===== config.mk =====
export PLATFORM = sky130hd
export DESIGN_NAME = slrc_tail_flat
export DESIGN_NICKNAME = d
export VERILOG_FILES = /design/src/rtl/slrc_pkg.sv /design/src/rtl/slrc_out_if.sv /design/src/rtl/slrc_tail.sv /design/src/flat_wrapper.sv
export SDC_FILE = /design/constraint.sdc
export NUM_CORES = 1
export LEC_CHECK = 0
export BUFFER_PORTS_ARGS = -buffer_cell sky130_fd_sc_hd__buf_4
export CORE_MARGIN = 3
export CORE_UTILIZATION = 50
export DETAILED_ROUTE_END_ITERATION = 16
export PLACE_DENSITY = 0.81
export SLEW_MARGIN = 20
export SYNTH_ARGS = -nofsm -noshare
export SYNTH_HDL_FRONTEND = slang
export SYNTH_SLANG_ARGS = --single-unit

===== constraint.sdc =====
create_clock -name clk -period 2.55 [get_ports clk]
set_clock_uncertainty 0.15 [all_clocks]
set_input_delay 0 -clock clk [delete_from_list [all_inputs] [get_ports clk]]
set_output_delay 0 -clock clk [all_outputs]
set_load 0.1 [all_outputs]

===== src/rtl/slrc_pkg.sv =====
`timescale 1ns / 1ps
// Package for the store/load reuse counter: record codes, field widths,
// parameter defaults and the token that travels along the cell row.
// Has no dependencies; every other file of the block uses it.
package slrc_pkg;

    localparam int OPERATION_W = 2;
    localparam int BLOCK_ID_W  = 24;
    localparam int ADDRESS_W   = 32;
    localparam int LENGTH_W    = 8;
    localparam int SUM_W       = 32;

    localparam int SET_DEPTH_DEFAULT    = 64;
    localparam int ADDRESS_BITS_DEFAULT = 32;

    localparam logic [OPERATION_W-1:0] OP_BREAK = 2'd0;
    localparam logic [OPERATION_W-1:0] OP_READ  = 2'd1;
    localparam logic [OPERATION_W-1:0] OP_WRITE = 2'd2;

    // One record on its way through the row of cells. The address key
    // travels beside it, as its width follows a module parameter.
    typedef struct packed {
        logic                   valid;
        logic [OPERATION_W-1:0] operation;
        logic [BLOCK_ID_W-1:0]  block_id;
        logic [LENGTH_W-1:0]    access_length;
        logic                   hit;   // a read found its address
        logic                   done;  // a write found or took an entry
    } token_t;

endpackage


===== src/rtl/slrc_out_if.sv =====
`timescale 1ns / 1ps
// Result channel of the store/load reuse counter: valid/ready plus payload.
// Depends on slrc_pkg for the field widths.
interface slrc_out_if;
    logic                            valid;
    logic                            ready;
    logic [slrc_pkg::BLOCK_ID_W-1:0] owner_block;
    logic [slrc_pkg::SUM_W-1:0]      saved_bytes;
    logic                            set_overflow;

    modport source (output valid, owner_block, saved_bytes, set_overflow,
                    input ready);
    modport sink (input valid, owner_block, saved_bytes, set_overflow,
                  output ready);
endinterface


===== src/rtl/slrc_tail.sv =====
`timescale 1ns / 1ps
// Package accumulator at the end of the cell row: first block id, saturating
// byte sum, overflow flag and the result register. Depends on slrc_pkg and
// the result channel interface slrc_out_if.
module slrc_tail (
    input  logic              clk,
    input  logic              rst_n,
    input  slrc_pkg::token_t  tok_in,
    output logic              advance,
    slrc_out_if.source        results
);

    logic                            open_reg, open_next;
    logic [slrc_pkg::BLOCK_ID_W-1:0] first_reg, first_next;
    logic [slrc_pkg::SUM_W-1:0]      sum_reg, sum_next;
    logic                            ovf_reg, ovf_next;
    logic                            out_valid_reg, out_valid_next;
    logic [slrc_pkg::BLOCK_ID_W-1:0] out_owner_reg, out_owner_next;
    logic [slrc_pkg::SUM_W-1:0]      out_sum_reg, out_sum_next;
    logic                            out_ovf_reg, out_ovf_next;
    logic [slrc_pkg::SUM_W:0]        sum_wide;
    logic                            is_break;
    logic                            fire;

    assign is_break = tok_in.valid && (tok_in.operation == slrc_pkg::OP_BREAK);
    // Only a break needs the result register, so only a break waiting on a
    // full, stalled result register holds the row.
    assign advance  = !(is_break && out_valid_reg && !results.ready);
    assign fire     = advance && tok_in.valid;
    assign sum_wide = {1'b0, sum_reg}
                      + {{(slrc_pkg::SUM_W + 1 - slrc_pkg::LENGTH_W){1'b0}},
                         tok_in.access_length};

    always_comb
    begin
        open_next      = open_reg;
        first_next     = first_reg;
        sum_next       = sum_reg;
        ovf_next       = ovf_reg;
        out_valid_next = out_valid_reg && !results.ready;
        out_owner_next = out_owner_reg;
        out_sum_next   = out_sum_reg;
        out_ovf_next   = out_ovf_reg;
        if (fire)
        begin
            if (is_break)
            begin
                out_valid_next = 1'b1;
                out_owner_next = open_reg ? first_reg : tok_in.block_id;
                out_sum_next   = sum_reg;
                out_ovf_next   = ovf_reg;
                open_next      = 1'b0;
                sum_next       = '0;
                ovf_next       = 1'b0;
            end
            else
            begin
                if (!open_reg)
                begin
                    open_next  = 1'b1;
                    first_next = tok_in.block_id;
                end
                if ((tok_in.operation == slrc_pkg::OP_READ) && tok_in.hit)
                begin
                    sum_next = sum_wide[slrc_pkg::SUM_W]
                               ? {slrc_pkg::SUM_W{1'b1}}
                               : sum_wide[slrc_pkg::SUM_W-1:0];
                end
                if ((tok_in.operation == slrc_pkg::OP_WRITE) && !tok_in.done)
                begin
                    ovf_next = 1'b1;
                end
            end
        end
    end

    always_ff @(posedge clk or negedge rst_n)
    begin
        if (!rst_n)
        begin
            open_reg      <= 1'b0;
            first_reg     <= '0;
            sum_reg       <= '0;
            ovf_reg       <= 1'b0;
            out_valid_reg <= 1'b0;
        end
        else
        begin
            open_reg      <= open_next;
            first_reg     <= first_next;
            sum_reg       <= sum_next;
            ovf_reg       <= ovf_next;
            out_valid_reg <= out_valid_next;
        end
    end

    always_ff @(posedge clk)
    begin
        out_owner_reg <= out_owner_next;
        out_sum_reg   <= out_sum_next;
        out_ovf_reg   <= out_ovf_next;
    end

    assign results.valid        = out_valid_reg;
    assign results.owner_block  = out_owner_reg;
    assign results.saved_bytes  = out_sum_reg;
    assign results.set_overflow = out_ovf_reg;

endmodule


===== src/flat_wrapper.sv =====
// flat-port wrapper written by rule: the top's interface ports become plain ports
module slrc_tail_flat 
  (clk, rst_n, tok_in, advance, results_valid, results_owner_block, results_saved_bytes, results_set_overflow, results_ready);
  slrc_out_if results_i ();
  input  logic clk;
  input  logic rst_n;
  input  slrc_pkg::token_t tok_in;
  output logic advance;
  output wire logic [$bits(results_i.valid)-1:0] results_valid;
  output wire logic [$bits(results_i.owner_block)-1:0] results_owner_block;
  output wire logic [$bits(results_i.saved_bytes)-1:0] results_saved_bytes;
  output wire logic [$bits(results_i.set_overflow)-1:0] results_set_overflow;
  input wire logic [$bits(results_i.ready)-1:0] results_ready;
  assign results_valid = results_i.valid;
  assign results_owner_block = results_i.owner_block;
  assign results_saved_bytes = results_i.saved_bytes;
  assign results_set_overflow = results_i.set_overflow;
  assign results_i.ready = results_ready;
  slrc_tail u_core (.clk(clk), .rst_n(rst_n), .tok_in(tok_in), .advance(advance), .results(results_i));
endmodule

Word level (Yosys, flattened, before mapping). Index checks and enable logic that the tools add are counted.

Equal/unequal tests: 2. Bitwise logic cells: 1. Add/subtract/negate cells: 1. Multiplexer cells: 9. Reductions and logical operators: 17.

Operators with widths (count): two-way mux 32 bit (3); adder 32 x 8 -> 33 bit (1); two-way mux 24 bit (1); AND reduction 2 bit (4); logical AND 1 bit (7); two-way mux 1 bit (5); nonzero test 2 bit (2); logical NOT 1 bit (3); equality test 2 x 1 -> 1 bit, second input constant (1); equality test 2 bit, second input constant (1); logical NOT 2 bit (1); inverter 1 bit (1).

Input bits: 40. Logic and storage cells: 38. Bits in registers: 116.

Depth between registers and ports, before layout.
Word-level depth: 7. Depth in mapped cells: 9.

Least setup slack after synthesis. OpenSTA, ideal clock, no wires.

Kind: reg2reg. Start point: register u_core.out_valid_reg (netlist: u_core.results.valid). End point: register u_core.out_owner_reg, in the netlist u_core.results.owner_block[0] (enable). Buffers on the path: 0. Path slack: -522 ps. Cell stages (with the launch flop): 5. Arrival: 2509 ps. Required time: 1988 ps. Cells stage by stage: dfrtp_1 -> nand2b_1 -> o211a_1 -> nand2_1 -> inv_1.

Longest elaborated chain between the ends: 5.

Ends and longest elaborated chain: start, declared (RTL line slrc_tail.sv:17) `logic out_valid_reg, out_valid_next;`; start signal, assigned (RTL line slrc_tail.sv:93) `out_valid_reg <= out_valid_next;`; logical AND 1 bit (2 in a row) (RTL line slrc_tail.sv:28) `assign advance = !(is_break && out_valid_reg && !results.ready);`; logical NOT 1 bit (RTL line slrc_tail.sv:28); logical AND 1 bit (RTL line slrc_tail.sv:29) `assign fire = advance && tok_in.valid;`; AND reduction 2 bit (no source line); end signal, assigned (RTL line slrc_tail.sv:99) `out_owner_reg <= out_owner_next;`; end, declared (RTL line slrc_tail.sv:18) `logic [slrc_pkg::BLOCK_ID_W-1:0] out_owner_reg, out_owner_next;`.

No other way between the ends. A chain may end at the register's enable or synchronous reset.

Worst setup path in the final report.
Start point: register u_core.sum_reg[1] (netlist bit). End point: register u_core.sum_reg[27] (netlist bit).

Longest elaborated chain between the ends: 4.

Ends and longest elaborated chain: start, declared (RTL line slrc_tail.sv:15) `logic [slrc_pkg::SUM_W-1:0] sum_reg, sum_next;`; start signal, assigned (RTL line slrc_tail.sv:91) `sum_reg <= sum_next;`; adder 32 x 8 -> 33 bit (RTL line slrc_tail.sv:31) `+ {{(slrc_pkg::SUM_W + 1 - slrc_pkg::LENGTH_W){1'b0}},`; two-way mux 32 bit (RTL line slrc_tail.sv:66) `? {slrc_pkg::SUM_W{1'b1}}`; two-way mux 32 bit (RTL line slrc_tail.sv:63) `if ((tok_in.operation == slrc_pkg::OP_READ) && tok_in.hit)`; two-way mux 32 bit (RTL line slrc_tail.sv:46) `if (is_break)`.

No other way between the ends. The select of a mux whose other input is x is not followed.

==> results by group <==
Timing
  • Fin Setup TNS: 0 ns
  • Slew Limit Fails: 0
  • F_max: 410 MHz
  • Tmin final: 2.44 ns
  • Period utilization: 95.6%
  • Final Hold Viols: 0
  • Slew headroom: 47.3%
  • Final setup vio count: 0
  • Setup ws final: ~0.11 ns
  • Hold WS: ~0.031 ns
  • Worst-Margin Slew: 0.791 ns
  • RSZ-0062 raised after global routing: false

Yosys
  • Area contributors post-synth: edfxtp_1, dfrtp_1, mux2_2
  • Synthesized net count: ~450
  • Seq cells post-synth: between 100 and 150
  • Prevailing post-synth register cell: dfrtp_1
  • Distinct cells, synth: 52
  • Syn Area/Cell: 12.9 sq um
  • Post-synth top cells: dfrtp_1, edfxtp_1, mux2_2, nand2_1, nand3_1
  • Synth async-reset ratio: about 51%
  • Yosys top cell area share: ~33%
  • Number of synthesized flops with an enable pin: 57
  • Yosys warning total: 0
  • Synthesized area: approximately 5200 sq um
  • Dominant cell type by area after synthesis: edfxtp_1
  • Register area share after synthesis: 61.1%
  • Most frequent cell after synthesis: dfrtp_1
  • Post-Synthesis Cells: 404

Setup path
  • Critical path cell sequence: ha_1, a21oi_1, nand4b_1, a21oi_4, o2111ai_2, or4b_4, o311ai_1
  • Setup CP Type: flop to flop
  • Worst-path fanout max: 4
  • Crit path largest cell delay: 0.53 ns
  • Crit path required time: between 2 and 3 ns
  • Crit path launch type: flop
  • Slowest CP cell: or4b_4
  • Crit. End Element: flop
  • WP data arrival: 2.69 ns

Die
  • Die area: 11700 sq um
  • Row cnt: 36
  • I/O Pins: between 90 and 100
  • Initial Util: 52.4%
  • Core area: 9950 sq um
  • Chip height: 108 um
  • Die width: 108 um

Global routing
  • Total grt overflow: 0
  • Layer with the highest usage: met2
  • M2 GR Usage: 42.0%
  • Largest net degree at the start of global routing: 60
  • GRT Total Usage: about a quarter
  • GR met1 Demand/Resource: between 30% and 40%
  • Via count of the first global-routing pass: 4151
  • Met3 usage: 5.97%
  • Initial antenna violation count: 0
  • First-pass GRT wire length: 21800 um

Final layout
  • Layout area overhead: 40.5%
  • Layout cell share with drive strength beyond 1: 36.3%
  • # fillers: 608
  • Post-layout nets: 612
  • Post-route cell area: 7320 sq um

Flow run
  • Total of max-cap violations: 0

Outcome
  • Status: finished clean

Power
  • Sw Share: 29.0%
  • Combinational share of power: 20.5%
  • Max IR drop VDD: 0.484 mV
  • Total net switching power: 0.00180 W
  • Clock group share of total power: between 40% and 50%
  • Pwr Density: between 800 and 900 nW/um^2
  • Reg power frac: between 30% and 40%
  • Pint: 0.00440 W
  • Static Leak: 3.09 nW

CTS
  • Total CTS buffers: 17
  • Clk root buf: clkbuf_8
  • CTS tree: built
  • Setup bufs post-CTS: 0
  • CTS Buffer Depth: 2
  • Clk sinks: 116
  • Clk_lat worst skew: 0.51 ns
  • Htree depth: 4
  • Clock transition at path regs: 0.06 ns

Routing
  • DR vias: 4136
  • Vias per cell: 5.83
  • Routed Wire Length: 13800 um
  • Routed Antenna Nets: 0
  • Pre-antenna DRT Iters: 5
  • Drt drc: 0
  • Wire per inst: 19.4 um
  • DRT iter0 DRCs: 300

Place
  • Area of placed instances: 6240 sq um
  • RD Place Congestion: between 0.8 and 0.9
  • Post-DP HPWL: roughly 7700 um
  • I/O Buffers: 98
  • Setup WS pre-CTS: approximately 0.058 ns

Hold path
  • Hold Path Class: input pin to flop
[what timing repair did]
item,4_1_cts,5_1_grt
gates resized for setup,0,5
hold buffers,41,0
setup endpoints to repair,0,20
endpoints found under the hold margin,122,0
[cell usage in the layout (no fill, tap or decap), types with 6 or more instances in the layout]
cell type,netlist,final
buf_4,1,113
o211ai_1,6,6
o21ai_0,18,18
clkbuf_16,0,16
nand4_1,8,8
nand2_1,24,24
a21oi_1,20,19
mux2_2,48,48
dfrtp_1,59,58
edfxtp_1,57,57
nand3_1,23,23
dlygate4sd3_1,0,41
a21o_1,13,13
nor2_1,15,15
ha_1,8,8
and3_1,6,6
[stage by stage]
stage | power [W] | instances | util, %
global placement | 0.00349 | 636 | 62.7
CTS | 0.00617 | 709 | 73.3
floorplan | 0.00324 | 404 | -
detailed placement | 0.00353 | 636 | 62.7
finish | 0.00620 | 710 | 73.6
global route | 0.00642 | 709 | 73.6
[final cells by class]
class	count	area (sq um)	area share (%)
antenna	1	2.50	0.0342
clock inverter	14	225	3.07
inverter	6	26.3	0.359
multi-input combinational	265	1980	27.0
clock buffer	18	418	5.71
tap	133	166	2.27
timing repair buffer	157	1320	18.0
sequential	116	3190	43.6
[path summary, 6_finish.rpt]
check	from	to	slack (ns)	cells after the start
max in group asynchronous	rst_n	u_core.results.valid	1.15	3
hold / removal	tok_in[4]	u_core.sum_reg[2]	0.03	5
setup / recovery	u_core.sum_reg[1]	u_core.sum_reg[27]	0.11	7
min in group asynchronous	rst_n	u_core.sum_reg[5]	0.50	3
hold reg to reg	u_core.sum_reg[3]	u_core.results.saved_bytes[3]	0.33	0
setup reg to reg	u_core.sum_reg[1]	u_core.sum_reg[27]	0.11	7
[power groups by stage]
stage | clock network [W] | registers, W | logic [W]
floorplan | 0 | 0.00274 | 0.000501
global route | 0.00270 | 0.00237 | 0.00135
detailed placement | 0 | 0.00236 | 0.00117
global placement | 0 | 0.00235 | 0.00114
CTS | 0.00259 | 0.00234 | 0.00124
finish | 0.00258 | 0.00235 | 0.00127
[kinds of logic after synthesis]
logic type / count (synthesis) / synth area share (%)
buffers and inverters: 23 / 1.78
muxes: 51 / 10.9
and+or+nand+nor: 108 / 11.0
DFF: 116 / 61.1
AOI/OAI and AO/OA: 92 / 12.0
xor gates and xnor gates: 5 / 0.840
adders and majority gates: 9 / 2.30
[metal layers]
metal  share of wire, %  wire (um)  vias to the layer above
met5                  0          0                        -
met4                1.4        187                        0
met3                7.2        990                       24
met2                 52       7170                      210
met1                 40       5460                     2033
li1                   -          -                     1869
[critical path: cells and delay by family, from the launching register on]
kind	cells	cell delay, ns
and+or+nand+nor	2	0.78
adders and majority gates	1	0.29
AOI/OAI and AO/OA	4	0.68
DFF	1	0.42
Note: power is estimated with default switching activity, not from simulation.
