==> src/rtl/slrc_pkg.sv <==
`timescale 1ns / 1ps
// Package for the store/load reuse counter: record codes, field widths,
// parameter defaults and the token that travels along the cell row.
// Has no dependencies; every other file of the block uses it.
package slrc_pkg;

    localparam int OPERATION_W = 2;
    localparam int BLOCK_ID_W  = 24;
    localparam int ADDRESS_W   = 32;
    localparam int LENGTH_W    = 8;
    localparam int SUM_W       = 32;

    localparam int SET_DEPTH_DEFAULT    = 64;
    localparam int ADDRESS_BITS_DEFAULT = 32;

    localparam logic [OPERATION_W-1:0] OP_BREAK = 2'd0;
    localparam logic [OPERATION_W-1:0] OP_READ  = 2'd1;
    localparam logic [OPERATION_W-1:0] OP_WRITE = 2'd2;

    // One record on its way through the row of cells. The address key
    // travels beside it, as its width follows a module parameter.
    typedef struct packed {
        logic                   valid;
        logic [OPERATION_W-1:0] operation;
        logic [BLOCK_ID_W-1:0]  block_id;
        logic [LENGTH_W-1:0]    access_length;
        logic                   hit;   // a read found its address
        logic                   done;  // a write found or took an entry
    } token_t;

endpackage

==> src/rtl/slrc_cell.sv <==
`timescale 1ns / 1ps
// One entry of the address set, built as a cell of a systolic row.
// Depends on slrc_pkg for the token type and record codes.
module slrc_cell #(
    parameter int KEY_W = 32
) (
    input  logic                clk,
    input  logic                rst_n,
    input  logic                advance,
    input  slrc_pkg::token_t    tok_in,
    input  logic [KEY_W-1:0]    key_in,
    output slrc_pkg::token_t    tok_out,
    output logic [KEY_W-1:0]    key_out
);

    logic             entry_valid_reg, entry_valid_next;
    logic [KEY_W-1:0] entry_key_reg, entry_key_next;
    slrc_pkg::token_t tok_reg, tok_next;
    logic [KEY_W-1:0] key_reg;
    logic             match;
    logic             take;

    assign match = tok_in.valid && entry_valid_reg && (entry_key_reg == key_in);
    // An unresolved write takes the first free entry it meets; free entries
    // always form the tail of the row, so nothing further on can match.
    assign take  = tok_in.valid && (tok_in.operation == slrc_pkg::OP_WRITE)
                   && !tok_in.done && !entry_valid_reg;

    always_comb
    begin
        entry_valid_next = entry_valid_reg;
        entry_key_next   = entry_key_reg;
        tok_next         = tok_in;
        if (tok_in.valid && (tok_in.operation == slrc_pkg::OP_BREAK))
        begin
            entry_valid_next = 1'b0;
        end
        else if (take)
        begin
            entry_valid_next = 1'b1;
            entry_key_next   = key_in;
        end
        if (tok_in.operation == slrc_pkg::OP_READ)
        begin
            tok_next.hit = tok_in.hit || match;
        end
        if (tok_in.operation == slrc_pkg::OP_WRITE)
        begin
            tok_next.done = tok_in.done || match || take;
        end
    end

    always_ff @(posedge clk or negedge rst_n)
    begin
        if (!rst_n)
        begin
            entry_valid_reg <= 1'b0;
            tok_reg         <= '0;
        end
        else if (advance)
        begin
            entry_valid_reg <= entry_valid_next;
            tok_reg         <= tok_next;
        end
    end

    always_ff @(posedge clk)
    begin
        if (advance)
        begin
            entry_key_reg <= entry_key_next;
            key_reg       <= key_in;
        end
    end

    assign tok_out = tok_reg;
    assign key_out = key_reg;

endmodule

==> config.mk <==
export PLATFORM = sky130hd
export DESIGN_NAME = slrc_cell
export DESIGN_NICKNAME = d
export VERILOG_FILES = /design/src/rtl/slrc_pkg.sv /design/src/rtl/slrc_cell.sv
export SDC_FILE = /design/constraint.sdc
export NUM_CORES = 1
export LEC_CHECK = 0
export BUFFER_PORTS_ARGS = -buffer_cell sky130_fd_sc_hd__buf_2
export CAP_MARGIN = 10
export CORE_MARGIN = 3
export CORE_UTILIZATION = 52
export CTS_CLUSTER_DIAMETER = 60
export DETAILED_ROUTE_END_ITERATION = 8
export PLACE_DENSITY = 0.84
export SKIP_CTS_REPAIR_TIMING = 1
export SLEW_MARGIN = 25
export SYNTH_ARGS = -nofsm -noshare
export SYNTH_HDL_FRONTEND = slang
export SYNTH_SLANG_ARGS = --single-unit
export TNS_END_PERCENT = 100
==> constraint.sdc <==
create_clock -name clk -period 5 [get_ports clk]
set_clock_uncertainty 0.05 [all_clocks]
set_input_delay 0.5 -clock clk [delete_from_list [all_inputs] [get_ports clk]]
set_output_delay 0.5 -clock clk [all_outputs]
set_load 0.1 [all_outputs]
# Word level (Yosys, flattened, before mapping)
# Index checks and enable logic that the tools add are counted.
dict set report totals {
  ff_bits 102
  input_bits 72
  out_inout_bits 69
  word_cells 32
}
dict set report classes {
  n_eq_ne 3
  mux 4
  n_bitwise 1
  reduce_logical 15
}
# cell count
set ops {}
lappend ops {{$eq A32 B32 Y1} 1}
lappend ops {{$logic_and A1 B1 Y1} 6}
lappend ops {{$mux W1} 4}
lappend ops {{$logic_or A1 B1 Y1} 3}
lappend ops {{$reduce_and A3 Y1} 1}
lappend ops {{$eq A2 B1 Y1 const B} 1}
lappend ops {{$eq A2 B2 Y1 const B} 1}
lappend ops {{$logic_not A1 Y1} 2}
lappend ops {{$logic_not A2 Y1} 1}
lappend ops {{$reduce_and A2 Y1} 1}
lappend ops {{$reduce_bool A2 Y1} 1}
lappend ops {{$not A1 Y1} 1}

# Depth between registers and ports, before layout
# Gate-level depths: netlist of run 1.
dict set report logic_depth {
  ltp_word 6
  ltp_mapped 5
  depth_no_buf 5
}

# Worst setup path before layout of run 1
# Ideal clock, no wire load.
dict set report synth_timing {
  path_type {in2reg}
  start {input tok_in[34] (netlist bit)}
  end {register entry_key_reg[0] (enable)}
  setup_time_ns 0.461
  arrival_ns 2.933
  t_required_ns 4.489
  slack_ns 1.556
  stages 3
  path_buffers 0
  cell_sequence {inv_1 -> nand2_1 -> nor3_1}
}
dict set report synth_via {
  elab_chain_len 5
  word_cells_on_any_way 8
  classes_between {1 x eq/ne; 1 x bitwise; 6 x reduce/logical}
}
# item line
set synth_rtl {}
lappend synth_rtl {{start: declaration} slrc_cell.sv:10} ;# input slrc_pkg::token_t tok_in,
lappend synth_rtl {{$eq A2 B2 Y1} slrc_cell.sv:26} ;# assign take = tok_in.valid && (tok_in.operation == slrc_pkg::OP_WRITE)
lappend synth_rtl {{$logic_and A1 B1 Y1} slrc_cell.sv:26}
lappend synth_rtl {{$logic_and A1 B1 Y1 (2 in a row)} slrc_cell.sv:27} ;# && !tok_in.done && !entry_valid_reg;
lappend synth_rtl {{$reduce_and A3 Y1 (no source line) (*)} --}
lappend synth_rtl {{end signal: assignment} slrc_cell.sv:71} ;# entry_key_reg <= entry_key_next;
lappend synth_rtl {{end: declaration} slrc_cell.sv:17} ;# logic [KEY_W-1:0] entry_key_reg, entry_key_next;
# Mark *: on every way between the ends. The rest lies on a longest branch, timed or not.
# A chain may end at the register's enable or synchronous reset.

# Final worst setup path of run 1
dict set report layout_timing {
  start {register entry_valid_reg}
  end {register entry_key_reg[18] (enable)}
}
dict set report layout_via {
  elab_chain_len 3
}
# item line
set layout_rtl {}
lappend layout_rtl {{start: declaration} slrc_cell.sv:16} ;# logic entry_valid_reg, entry_valid_next;
lappend layout_rtl {{start signal: assignment} slrc_cell.sv:62} ;# entry_valid_reg <= entry_valid_next;
lappend layout_rtl {{$logic_not A1 Y1} slrc_cell.sv:27}
lappend layout_rtl {{$logic_and A1 B1 Y1} slrc_cell.sv:27}
lappend layout_rtl {{$reduce_and A3 Y1 (no source line)} --}
# Every way passes these cells.

==> results of run 1 <==
stage by stage:
| stage | power (mW) | setup WS [ns] | utilization |
|---|---|---|---|
| 6_report | 2.062 | 2.991 | 0.6947 |
| 5_1_grt | 2.125 | 2.849 | 0.6947 |
| 4_1_cts | 2.079 | 2.965 | 0.6947 |
| 3_5_place_dp | 1.541 | 2.703 | 0.6641 |
| 3_3_place_gp | 1.533 | 2.757 | 0.6641 |
| 2_1_floorplan | 1.426 | 1.556 | - |
worst paths after layout:
check	startpoint	to	slack, ns	cells past startpoint
min in group clk	key_in[7]	key_out[7]$_DFFE_PP_	0.31	1
worst min-delay path	rst_n	tok_out[25]$_DFFE_PN0P_	0.18	1
worst min register to register	tok_out[19]$_DFFE_PN0P_	tok_out[19]$_DFFE_PN0P_	0.46	1
worst max register to register	entry_valid_reg$_DFFE_PN0P_	entry_key_reg[18]$_DFFE_PP_	2.99	3
max in group asynchronous	rst_n	tok_out[17]$_DFFE_PN0P_	4.20	1
worst max-delay path	entry_valid_reg$_DFFE_PN0P_	entry_key_reg[18]$_DFFE_PP_	2.99	3
logic make-up (layout without fill, tap and decap cells):
| family | after synthesis | count (layout) |
|---|---|---|
| DFF | 102 | 102 |
| muxes | 36 | 36 |
| xor gates and xnor gates | 29 | 29 |
| and+or+nand+nor | 16 | 16 |
| buffers and inverters | 9 | 162 |
| AOI/OAI and AO/OA | 8 | 8 |
area by class of cell:
| cell class | instances | area, um2 |
|---|---|---|
| sequential | 102 | 2873 |
| fill | 482 | 2097 |
| multi-input combinational | 89 | 834.6 |
| timing repair buffer | 142 | 715.7 |
| clock buffer | 9 | 123.9 |
| tap | 96 | 120.1 |
| clock inverter | 6 | 86.33 |
| inverter | 5 | 18.77 |
where the power goes:
part           internal, mW  leakage (nW)  switching, mW
sequential            0.955          1.05         0.0218
combinational        0.0920         0.840          0.451
clock                 0.279         0.103          0.264
cell usage after synthesis:
| library cell | n |
|---|---|
| edfxtp_1 | 64 |
| o221ai_1 | 1 |
| o2111ai_1 | 1 |
| inv_1 | 5 |
| o22ai_1 | 1 |
| dfrtp_1 | 38 |
| nand4_1 | 5 |
| buf_2 | 4 |
| mux2_2 | 35 |
| mux2i_1 | 1 |
| nor4_1 | 3 |
| nor4b_2 | 1 |
| a222oi_1 | 1 |
| nand2_1 | 1 |
| o21ai_0 | 1 |
| xnor2_1 | 21 |
| o211ai_1 | 1 |
| xor2_1 | 8 |
| nand3_1 | 1 |
| o32a_1 | 1 |
| nor3_1 | 1 |
| nand2b_1 | 2 |
| o41ai_2 | 1 |
| nor2_1 | 2 |
worst max-delay path, stage by stage, from the launching register on:
cell and delay [ns]:
dfrtp_1 0.41, nand2b_1 0.18, nor3_2 0.63, buf_4 0.42
metal layers:
metal  vias to the layer above  part of all wire  track usage
met2                       123              0.47       0.2878
met5                         -                 0            0
li1                       1046                 -            -
met4                         0             0.016      0.06784
met3                        11             0.097      0.05667
met1                      1064              0.42       0.2297
==> out/summary.txt, run 1 <==
Register bit count reported by yosys: 102
Post-DRT Antenna Nets: 0
Residual DRC: 0
Chip height: 90.82 um
Initial antenna violation count: 0
Post-layout min period: 2.009 ns
Adder-Cell Fraction of Synth Area: 0
Dpl hpwl: 5287 um
Hold_ws: 0.1843 ns
Netlist Area Pre-Place: 3741 um2
H-tree depth reported by CTS: 3
Synth top area share: 0.5137
Net Count, Synth: 272
P_leak: 1.988 nW
Tcrit/Tclk final: 0.4018
Relative slew margins: 0.4172
Largest family of logic cells by synthesized area: multiplexers
Global-route wire length before repair: 11,700 um
Sequential area share after synthesis: 0.7679
GRT Util Overall: 0.1793
IO Pins: 141
Final Hold Fails: 0
Nets@finish: 421
Max Clk Rate: 0.4977 GHz
Routed wire length: 7103 um
Via density: 4.998
CP Launch Type: register
Num rows: 30
PD cells: 432.2 nW/um2
Vias in the first global route: 2,375
WP data required: 4.98 ns
Synth Area in Compound Gates: 0.01940
Placed Area: 4562 um2
Most common cell after layout, fill and taps aside: buf_2
Area leader, netlist: edfxtp_1
Via Count: 2,244
Commonest cells after routing, fill and taps aside: buf_2, edfxtp_1, dfrtp_1, mux2_2, xnor2_1
Run status: finished, final reports clean
CTS tree: yes
Per-cell routed wire length: 15.82 um
DIE WIDTH: 90.82 um
Clock sink count: 102
Largest register FFs: 37
Layout area overhead: 27.56%
Largest net degree at the start of global routing: 72
Layout cells sized above 1: 0.5496
# diodes: 0
Placed Cells: 434
Mapped Avg Cell Area: 18.71 um2
Die area: 8248 um2
MaxCap Viol Count: 0
Post-synthesis simple-gate area fraction: 0.02642
Core Area: 6869 um2
Post-route cell area: 4772 um2
RSZ-0062 raised after global routing: no
Drt first pass iters: 4
Xor and xnor area share after synthesis: 0.06789
Final Setup Violations: 0
VDD IR-drop max: 0.0002361 V
Setup TNS: 0 ns
Critical Path Fanout Max: 23
Syn. warnings: 0
Worst slew pin tran: 0.8742 ns
Buffers on Ports: 140
Worst skew pair latency: 0.35 ns
Clock root buffer: clkbuf_8
Routability Congestion: 0.7459
Unique masters post-synth: 24
CTS max path bufs: 2
Arr. time, crit path: 1.99 ns
Cell count after synthesis: 200
Initial Util: 0.5446
TritonCTS buffer count: 9
Post-synthesis mux area share: 0.1080
CP Class: register to register
Slew Viols, Final: 0
Synth area leaders: edfxtp_1, dfrtp_1, mux2_2, xnor2_1, xor2_1
CP endpoint kind: register
Starting DRC count in detailed routing: 86
Worst-path clk slew: 0.09 ns
Total gr overflow: 0
HP Class: primary input to asynchronous set/reset pin
Final non-filler cell total: 449
No activity file was read; power rests on OpenSTA's default activity.
==> inputs of run 2 (changes only) <==
- ABC_AREA: unset -> 1
- CORE_UTILIZATION: 52 -> 49
- PLACE_DENSITY: 0.84 -> 0.79
- clock period: 5 -> 2 ns (I/O delays scaled with it)
==> run 2 against run 1 <==
The run now ends with hold timing left. Critical path depth rose by 1. Clock power rose by 110%. Sequential cell count did not move. Sequential share of layout area fell by 5.5 points.
==> out/summary.txt, run 2 <==
Run status: complete, but fails checks (was finished, final reports clean)
Failing checks: hold timing
VDD IR-drop max: 0.0005564 V (was 0.0002361 V)
Worst-path clk slew: 0.09 ns (about the same)
Initial Util: 0.5107 (was 0.5446)
Syn. warnings: 0 (unchanged)
Tcrit/Tclk final: 0.7484 (was 0.4018)
# diodes: 0 (unchanged)
Per-cell routed wire length: 12.90 um (was 15.82 um)
Most common cell after layout, fill and taps aside: nand2_1 (was buf_2)
Layout cells sized above 1: 0.2950 (was 0.5496)
Routability Congestion: 0.7444 (was 0.7459)
Via Count: 3,043 (was 2,244)
Final non-filler cell total: 658 (was 449)
P_leak: 2.650 nW (was 1.988 nW)
IO Pins: 141 (unchanged)
CP Class: register to register (unchanged)
Area leader, netlist: edfxtp_1 (unchanged)
Worst Reg-to-Reg Cells: 4 (was 3)
Post-DRT Antenna Nets: 0 (unchanged)
CTS max path bufs: 2 (unchanged)
Nets@finish: 623 (was 421)
WP data required: 2.00 ns (was 4.98 ns)
Reg2reg setup slack: 0.50 ns (was 2.99 ns)
Clock sink count: 102 (unchanged)
Buffers on Ports: 140 (unchanged)
Net Count, Synth: 451 (was 272)
Via density: 4.625 (was 4.998)
Relative slew margins: 0.4555 (was 0.4172)
Hold Crit Start: tok_in[21]
Sequential area share after synthesis: 0.7204 (was 0.7679)
TritonCTS buffer count: 9 (unchanged)
Num rows: 32 (was 30)
Main synth FF type: edfxtp_1 (unchanged)
Register bit count reported by yosys: 102 (unchanged)
Starting DRC count in detailed routing: 100 (was 86)
Reg area: 2873 um2 (unchanged)
Unique masters post-synth: 20 (was 24)
H-tree depth reported by CTS: 3 (unchanged)
Setup TNS: 0 ns (unchanged)
Final Hold Fails: 8 (was 0)
RSZ-0062 raised after global routing: no (unchanged)
Hold EP: tok_out[21]$_DFFE_PN0P_
Most numerous cell in the Yosys netlist: nand2_1 (was edfxtp_1)
Multi-input combinational cell area: 909.6 um2 (was 834.6 um2)
Total gr overflow: 0 (unchanged)
FFs w/ async S/R, synth: 0.3725 (unchanged)
EDFF count, synth: 64 (unchanged)
GRT Util Overall: 0.1822 (was 0.1793)
Global-route wire length before repair: 12,680 um (was 11,700 um)
Die area: 9256 um2 (was 8248 um2)
Commonest cells post-synth: nand2_1, edfxtp_1, inv_1, dfrtp_1, nor2_1 (was edfxtp_1, dfrtp_1, mux2_2, xnor2_1, xor2_1)
Power, Total: 4.922 mW (was 2.062 mW)
Mapped Avg Cell Area: 10.52 um2 (was 18.71 um2)
DIE WIDTH: 96.21 um (was 90.82 um)
CTS tree: yes (unchanged)
Cells on Worst Hold Path: 3
Critical Path Fanout Max: 33 (was 23)
Critical R2R Launch: entry_valid_reg$_DFFE_PN0P_ (unchanged)
Chip height: 96.21 um (was 90.82 um)
MaxCap Viol Count: 0 (unchanged)
Largest net degree at the start of global routing: 39 (was 72)
Cell count after synthesis: 379 (was 200)
HP Class: primary input to register (was primary input to asynchronous set/reset pin)
Placed Area: 4826 um2 (was 4562 um2)
Commonest cells after routing, fill and taps aside: nand2_1, buf_2, edfxtp_1, inv_1, dfrtp_1 (was buf_2, edfxtp_1, dfrtp_1, mux2_2, xnor2_1)
Clock root buffer: clkbuf_8 (unchanged)
Arr. time, crit path: 1.50 ns (was 1.99 ns)
Vias in the first global route: 2,884 (was 2,375)
CP endpoint kind: register (unchanged)
FF-to-FF End: entry_key_reg[18]$_DFFE_PP_ (unchanged)
Dpl hpwl: 6047 um (was 5287 um)
Core Area: 7807 um2 (was 6869 um2)
Drt first pass iters: 4 (unchanged)
Initial antenna violation count: 0 (unchanged)
Synth top area share: 0.4820 (was 0.5137)
Post-layout min period: 1.497 ns (was 2.009 ns)
Synth area leaders: edfxtp_1, dfrtp_1, nand2_1, inv_1, nor2_1 (was edfxtp_1, dfrtp_1, mux2_2, xnor2_1, xor2_1)
Hold_ws: -0.01125 ns (was 0.1843 ns)
Placed Cells: 617 (was 434)
Max Clk Rate: 0.6681 GHz (was 0.4977 GHz)
Routed wire length: 8490 um (was 7103 um)
CP Launch Type: register (unchanged)
Netlist Area Pre-Place: 3988 um2 (was 3741 um2)
Worst slew pin tran: 0.8167 ns (was 0.8742 ns)
Largest register FFs: 37 (unchanged)
Layout area overhead: 31.69% (was 27.56%)
Residual DRC: 0 (unchanged)
Post-route cell area: 5251 um2 (was 4772 um2)
Fillers: 631 (was 482)
Slew Viols, Final: 0 (unchanged)
Final Setup Violations: 0 (unchanged)
PD cells: 937.4 nW/um2 (was 432.2 nW/um2)
Worst skew pair latency: 0.36 ns (was 0.35 ns)
## run 2: cell types whose count changed after synthesis, moves of 4 or more
cell     before  now
inv_1         5   46
nor2_1        2   28
buf_1         0    4
nand2_1       1  169
xnor2_1      21    3
nand4_1       5    1
mux2_2       35    0
xor2_1        8    3
## run 2: report_power, final
group,leakage (nW),switching [mW],total [mW],internal (mW)
registers,1.06,0.0568,2.44,2.38
clock network,0.0830,0.690,1.15,0.461
logic,1.50,1.11,1.33,0.224
total,2.65,1.85,4.92,3.07
## run 2: cell type report
| cell class | instances | area share |
|---|---|---|
| clock buffer | 10 | 0.02430 |
| sequential | 102 | 0.5471 |
| timing repair buffer | 169 | 0.1892 |
| tap | 102 | 0.02430 |
| clock inverter | 6 | 0.009054 |
| multi-input combinational | 223 | 0.1732 |
| inverter | 46 | 0.03288 |
## run 2: through the flow
step / setup WS [ns] / hold WS (ns) / utilization
after floorplan: 0.1416 / -0.1456 / -
after global placement: 0.5355 / 0.2901 / 0.6181
after detailed placement: 0.5059 / 0.2908 / 0.6181
after CTS: 0.4931 / -0.1060 / 0.6405
after global routing: 0.3906 / -0.002976 / 0.6726
final: 0.5033 / -0.01125 / 0.6726
## run 2: critical path: stages (launching register included)
cell and delay (ns):
dfrtp_1 0.40, nor4_1 0.34, nand2_1 0.08, inv_1 0.10, buf_12 0.21
## run 2: how the worst max path moves through the flow
stage / start / end / cells after the start
2_1_floorplan: entry_valid_reg$_DFFE_PN0P_ / entry_key_reg[0]$_DFFE_PP_ / 3
3_3_place_gp: entry_valid_reg$_DFFE_PN0P_ / entry_key_reg[10]$_DFFE_PP_ / 4
3_5_place_dp: entry_valid_reg$_DFFE_PN0P_ / entry_key_reg[9]$_DFFE_PP_ / 4
4_1_cts: entry_valid_reg$_DFFE_PN0P_ / entry_key_reg[22]$_DFFE_PP_ / 4
5_1_grt: key_in[25] / tok_out[1]$_DFFE_PN0P_ / 12
6_report: entry_valid_reg$_DFFE_PN0P_ / entry_key_reg[18]$_DFFE_PP_ / 4
## run 2: layer usage
layer | part of all wire | wire length, um | vias to the layer above | global-route usage
li1 | - | - | 1527 | -
met1 | 0.40 | 3398 | 1387 | 0.2152
met2 | 0.50 | 4208 | 120 | 0.3122
met3 | 0.091 | 773 | 9 | 0.06020
met4 | 0.013 | 110 | 0 | 0.06043
met5 | 0 | 0 | - | 0
## run 2: cells by family after synthesis
group | share of synthesized area
and+or+nand+nor | 0.2008
DFF | 0.7204
xor gates and xnor gates | 0.01318
buffers and inverters | 0.05146
AOI/OAI and AO/OA | 0.01412
